$ cat config.mk
export PLATFORM = sky130hd
export DESIGN_NAME = hss_ctrl
export DESIGN_NICKNAME = d
export VERILOG_FILES = /design/src/hdl/hss_pkg.sv /design/src/hdl/hss_ctrl.sv
export SDC_FILE = /design/constraint.sdc
export NUM_CORES = 1
export LEC_CHECK = 0
export ABC_AREA = 1
export BUFFER_PORTS_ARGS = -buffer_cell sky130_fd_sc_hd__buf_2
export CAP_MARGIN = 20
export CORE_AREA = 2 2 39 41
export CTS_CLUSTER_DIAMETER = 120
export DETAILED_ROUTE_END_ITERATION = 10
export DIE_AREA = 0 0 41 43
export SYNTH_ARGS = -nofsm -noshare
export SYNTH_HDL_FRONTEND = slang
export SYNTH_SLANG_ARGS = --single-unit
$ cat constraint.sdc
create_clock -name clock -period 1.75 [get_ports clock]
set_input_delay 0.35 -clock clock [delete_from_list [all_inputs] [get_ports clock]]
set_output_delay 0.35 -clock clock [all_outputs]
set_load 0.02 [all_outputs]
$ cat src/hdl/hss_pkg.sv
// shared constants, table entry type and controller/datapath interface types
package hss_pkg;

   localparam int SEGMENT_DEPTH = 128;
   localparam int TIME_BITS     = 16;

   localparam int ADDR_W = $clog2(SEGMENT_DEPTH);
   localparam int PTR_W  = $clog2(SEGMENT_DEPTH + 1);

   // fixed field widths of the transaction ports
   localparam int KIND_W  = 2;
   localparam int IDX_W   = 7;
   localparam int FTIME_W = 16;
   localparam int CODE_W  = 2;
   localparam int LEN_W   = 8;
   localparam int CUR_W   = 7;

   localparam logic [CODE_W-1:0] FWD_BIT = 2'b01;
   localparam logic [CODE_W-1:0] REV_BIT = 2'b10;

   typedef struct packed {
      logic [TIME_BITS-1:0] on_ticks;
      logic [TIME_BITS-1:0] off_ticks;
      logic [TIME_BITS-1:0] reps;
      logic [CODE_W-1:0]    code;
   } seg_type;

   typedef enum logic [2:0] {
      OP_NONE,
      OP_WRITE,
      OP_PLAY,
      OP_STOP,
      OP_TICK_DEC,
      OP_TICK_EVAL,
      OP_SCAN_EVAL,
      OP_FINISH
   } op_type;

   typedef struct packed {
      op_type op;
      logic   accept;
   } cmd_type;

   typedef struct packed {
      logic busy;
      logic ticks_gt1;
      logic play_ok;
      logic tick_hold;
      logic seg_started;
      logic at_end;
   } status_type;

endpackage

$ cat src/hdl/hss_ctrl.sv
// sequencing controller: transaction handshake, item decode and step ordering
module hss_ctrl (
   input  logic                 clock,
   input  logic                 reset,
   input  logic                 req_valid,
   output logic                 req_stall,
   input  logic [1:0]           req_kind,
   output logic                 rsp_valid,
   input  logic                 rsp_stall,
   input  hss_pkg::status_type  status,
   output hss_pkg::cmd_type     cmd
);
   import hss_pkg::*;

   typedef enum logic [2:0] {
      ST_IDLE,
      ST_TICK_WAIT,
      ST_TICK_EVAL,
      ST_SCAN_WAIT,
      ST_SCAN_EVAL,
      ST_FINISH
   } state_type;

   typedef enum logic [KIND_W-1:0] {
      KIND_TICK,
      KIND_WRITE,
      KIND_PLAY,
      KIND_STOP
   } kind_type;

   state_type state_ff, state_in;
   logic      rsp_valid_ff, rsp_valid_in;
   logic      slot_free;

   assign req_stall = (state_ff != ST_IDLE);
   assign rsp_valid = rsp_valid_ff;
   assign slot_free = !rsp_valid_ff || !rsp_stall;

   always_comb begin
      state_in     = state_ff;
      cmd.op       = OP_NONE;
      cmd.accept   = 1'b0;
      rsp_valid_in = (rsp_valid_ff && !rsp_stall) ? 1'b0 : rsp_valid_ff;
      unique case (state_ff)
         ST_IDLE: begin
            if (req_valid) begin
               cmd.accept = 1'b1;
               unique case (kind_type'(req_kind))
                  KIND_TICK: begin
                     if (status.busy && status.ticks_gt1) begin
                        cmd.op   = OP_TICK_DEC;
                        state_in = ST_FINISH;
                     end else if (status.busy) begin
                        // phase expires: the current segment is needed
                        state_in = ST_TICK_WAIT;
                     end else begin
                        state_in = ST_FINISH;
                     end
                  end
                  KIND_WRITE: begin
                     cmd.op   = OP_WRITE;
                     state_in = ST_FINISH;
                  end
                  KIND_PLAY: begin
                     if (status.play_ok) begin
                        cmd.op   = OP_PLAY;
                        state_in = ST_SCAN_WAIT;
                     end else begin
                        state_in = ST_FINISH;
                     end
                  end
                  KIND_STOP: begin
                     cmd.op   = OP_STOP;
                     state_in = ST_FINISH;
                  end
                  default: state_in = ST_FINISH;
               endcase
            end
         end
         ST_TICK_WAIT: state_in = ST_TICK_EVAL;
         ST_TICK_EVAL: begin
            cmd.op   = OP_TICK_EVAL;
            state_in = status.tick_hold ? ST_FINISH : ST_SCAN_WAIT;
         end
         ST_SCAN_WAIT: state_in = ST_SCAN_EVAL;
         ST_SCAN_EVAL: begin
            cmd.op   = OP_SCAN_EVAL;
            state_in = (status.at_end || status.seg_started) ? ST_FINISH : ST_SCAN_WAIT;
         end
         ST_FINISH: begin
            if (slot_free) begin
               cmd.op       = OP_FINISH;
               rsp_valid_in = 1'b1;
               state_in     = ST_IDLE;
            end
         end
         default: state_in = ST_IDLE;
      endcase
   end

   always_ff @(posedge clock) begin
      if (reset) begin
         state_ff     <= ST_IDLE;
         rsp_valid_ff <= 1'b0;
      end else begin
         state_ff     <= state_in;
         rsp_valid_ff <= rsp_valid_in;
      end
   end

`ifndef SYNTH
   a_accept_leaves_idle: assert property (@(posedge clock) disable iff (reset)
      req_valid && !req_stall |=> req_stall)
      else $error("controller stayed idle after a request transaction");
`endif

endmodule

## Word level (Yosys, flattened, before mapping)

Cells that the tools add are included.

- Eq/ne operators: 10
- Muxes and demuxes: 19
- Reduce and logical (&&, ||, !) cells: 11

Operators with widths:

| cell | number |
|---|---|
| $mux 3 | 9 |
| $pmux 3 s4 | 2 |
| $pmux 3 s6 | 1 |
| $pmux 3 s3 | 1 |
| $eq 3x2->1 const B | 2 |
| $eq 3x3->1 const B | 2 |
| $eq 2x2->1 const B | 2 |
| $mux 1 | 4 |
| $mux 4 | 1 |
| $ne 2x2->1 const B | 2 |
| $eq 3x1->1 const B | 1 |
| $logic_not 3->1 | 1 |
| $reduce_bool 3->1 | 1 |
| $eq 2x1->1 const B | 1 |
| $logic_and 1x1->1 | 2 |
| $logic_not 1->1 | 2 |
| $logic_not 2->1 | 1 |
| $logic_or 1x1->1 | 2 |
| $mux 2 | 1 |
| $reduce_and 2->1 | 1 |
| $reduce_or 2->1 | 1 |

- Bits in registers: 4
- Output and inout port bits: 6
- Logic and storage cells: 42
- Input bits: 12

## Depth between registers and ports, before layout

- Depth after elaboration: 5
- Gate-level depth with buffers: 8
- Gate-level depth less buffers: 8

## Worst setup path after synthesis

No wires, ideal clock.

- Kind: register to output
- Start point: reg state_ff[0]
- End point: out cmd[1] in the netlist's numbering
- Data arrival time: 1.373 ns
- Path buffers: 0
- Stages on the path, launching flop included: 6
- Slack: 0.027 ns
- Path through: dfxtp_1 > nor2_2 > nand2_4 > nor2_2 > inv_1 > o221ai_1

RTL lines:

| what | RTL line | source |
|---|---|---|
| from (decl) | hss_ctrl.sv:31 | `state_type state_ff, state_in;` |
| from (signal assigned) | hss_ctrl.sv:106 | `state_ff <= state_in;` |
| to (decl) | hss_ctrl.sv:11 | `output hss_pkg::cmd_type cmd` |

==> results.sh <==
export IMPL_p_leak_uw=0.000253
export IMPL_cts_tree="done"
export IMPL_numPortBuffers=17
export IMPL_worst_pin_slew_ps=199
export IMPL_tns_ps=0
export IMPL_first_pass_iters=4
export IMPL_cts_buffers=3
export IMPL_area_delta_synth_final_pct=43.2
export IMPL_finalWeightedCongestion=0.751
export IMPL_synth_avg_cell_area_um2=6.05
export IMPL_crit_type="reg2out"
export IMPL_routedWlPerCell_um=9.03
export IMPL_clkTransAtPathRegs_ps=40
export IMPL_outcome="finished clean"
export IMPL_drt_iter0_drc=7
export IMPL_syn_area_um2=333
export IMPL_period_share_pct=93.4
export IMPL_synth_most_common_cell="inv_1"
export IMPL_start_util_pct=24.1
export IMPL_cp_start_kind="flop"
export IMPL_grt_overflow=0
export IMPL_crit_family="flip-flops"
export IMPL_post_dp_hpwl_um=684
export IMPL_maxCapViolCount=0
export IMPL_wl_met3_um=97
export IMPL_yosys_cell_types_count=17
export IMPL_antenna_found_initial=0
export IMPL_die_area_um2=1760
export IMPL_pwr_density_cell_nw_per_um2=1170
export IMPL_grt_pass1_vias=352
export IMPL_rsz0062_at_grt="no"
export IMPL_netlist_instances=55
export IMPL_core_area_um2=1380
export IMPL_root_buffer="clkbuf_4"
export IMPL_crit_slowest_cell="dfxtp_2"
export IMPL_placed_area_um2=438
export IMPL_yosys_warnings=0
export IMPL_holdWs_ps=313
export IMPL_irDropWorstVdd_mv=0.351
export IMPL_arrival_ps=1280
export IMPL_grt_pass1_wl_um=1260
export IMPL_cpPeakStageDelay_ps=360
export IMPL_cts_max_level=1
export IMPL_wl_met1_um=326
export IMPL_top_layer_used="met3"
export IMPL_antenna_left=0
export IMPL_nets=89
export IMPL_drc=0
export IMPL_required_ps=1400
export IMPL_ys_seq_area_share_pct=24.1
export IMPL_rows=14
export IMPL_async_flop_share_pct=0
export IMPL_clock_latency_ps=230
export IMPL_hold_path_class="in2reg"
export IMPL_maxSlewViolCount=0
export IMPL_drive_gt1_share_pct=41.3
export IMPL_fin_skew_ps=0.541
export IMPL_finalWirelength_um=822
export IMPL_yosys_area_top_type="dfxtp_1"
export IMPL_ys_seq_elements=4
export IMPL_setup_viol=0
export IMPL_crit_fanout=7
export IMPL_grt_max_degree=8
export IMPL_post_route_min_period_ps=1630
export IMPL_hold_viol=0
export IMPL_wl_met2_um=398
export IMPL_drt_vias_per_instance=4.68
export IMPL_yosys_area_top_type_share_pct=24.1
export IMPL_max_freq_mhz=612
export IMPL_cts_path_max_buffers=2
export IMPL_io_pin_count=18
export IMPL_clock_sinks=4
export IMPL_fin_area_um2=477
export IMPL_max_slew_margin_pct=86.7
export IMPL_synth_area_top_cells="dfxtp_1 (24%), inv_1 (11%), nand3_1 (11%)"
export IMPL_die_x_um=41
export IMPL_yosys_most_used_dff="dfxtp_1"
export IMPL_synth_edf_count=0
export IMPL_die_y_um=43
export IMPL_path_buf_inv=2
export IMPL_grt_usage_pct=9.93
export IMPL_n_antenna_cell=0
export IMPL_synth_common_cells="inv_1 (10), nor2_1 (8), nand2_1 (7), nand3_1 (7)"
export IMPL_synth_fp_nets=67
export IMPL_vias=426
export IMPL_cp_cell_sequence="nor2_4 -> nand2_4 -> nor2_2 -> inv_1 -> o221ai_2 -> buf_4"
export IMPL_post_cts_buffers=0
export IMPL_endpoint_kind="output pin"
[power breakdown]
part | switching [µW] | leakage, µW | internal [µW] | total [µW]
Clock | 40.3 | 0.0000138 | 76.9 | 117
Sequential | 31.7 | 0.0000336 | 112 | 143
Combinational | 184 | 0.000205 | 114 | 298
[stage by stage]
step                total power (µW)  std cells  utilization, %  setup slack, ps
finish                           558         91            34.4              116
CTS                              543         91            33.3             17.7
floorplan                        341         55               -             27.1
global placement                 425         88            31.6              287
global route                     598         91            34.4             35.0
detailed placement               426         88            31.6              253
[flip-flops by register name, indices dropped and copies added (netlist names)]
| signal | cells |
|---|---|
| rsp_valid | 1 |
| state_ff | 3 |
[logic make-up (layout without fill, tap and decap cells)]
logic type / Yosys count / in the layout / share of synthesized area, %
flops: 4 / 4 / 24.1
simple gates: 29 / 29 / 44.7
compound gates: 11 / 11 / 18.8
buf+inv: 11 / 31 / 12.4
[placed cells by master (no fill, tap or decap), drive strengths merged]
cell	synthesis	layout
buf	0	17
inv	11	11
nor2	10	10
nand2	8	8
nand3	8	8
o21ai	5	5
a21oi	5	5
dfxtp	4	4
clkbuf	0	3
nand4	1	1
nor3	1	1
o221ai	1	1
nand3b	1	1
[layout make-up]
class | count | area (µm²)
Clock buffer | 3 | 22.5
Fill cell | 156 | 907
Inverter | 11 | 41.3
Multi-Input combinational cell | 40 | 223
Sequential cell | 4 | 82.6
Tap cell | 16 | 20.0
Timing Repair Buffer | 17 | 87.6
[worst paths after layout]
check	slack, ps	end	depth (start not counted)	from
min reg2reg	520	rsp_valid$_SDFF_PP0_	2	rsp_valid$_SDFF_PP0_
min	310	state_ff[0]$_SDFFE_PP0P_	2	reset
max	120	cmd[1]	6	state_ff[0]$_SDFFE_PP0P_
max reg2reg	660	state_ff[1]$_SDFFE_PP0P_	6	state_ff[2]$_SDFFE_PP0P_
[layer usage]
metal / track usage [%] / up-vias
met4: 2.00 / 0
met5: 0 / -
met1: 12.5 / 187
li1: - / 222
met3: 4.19 / 0
met2: 15.3 / 17
[repair_timing]
action,in CTS,in global routing
gates resized for setup,0,6
hold buffers,0,0
setup endpoints to repair,1,3
pin swaps,1,1
(Power assumes the default switching activity.)
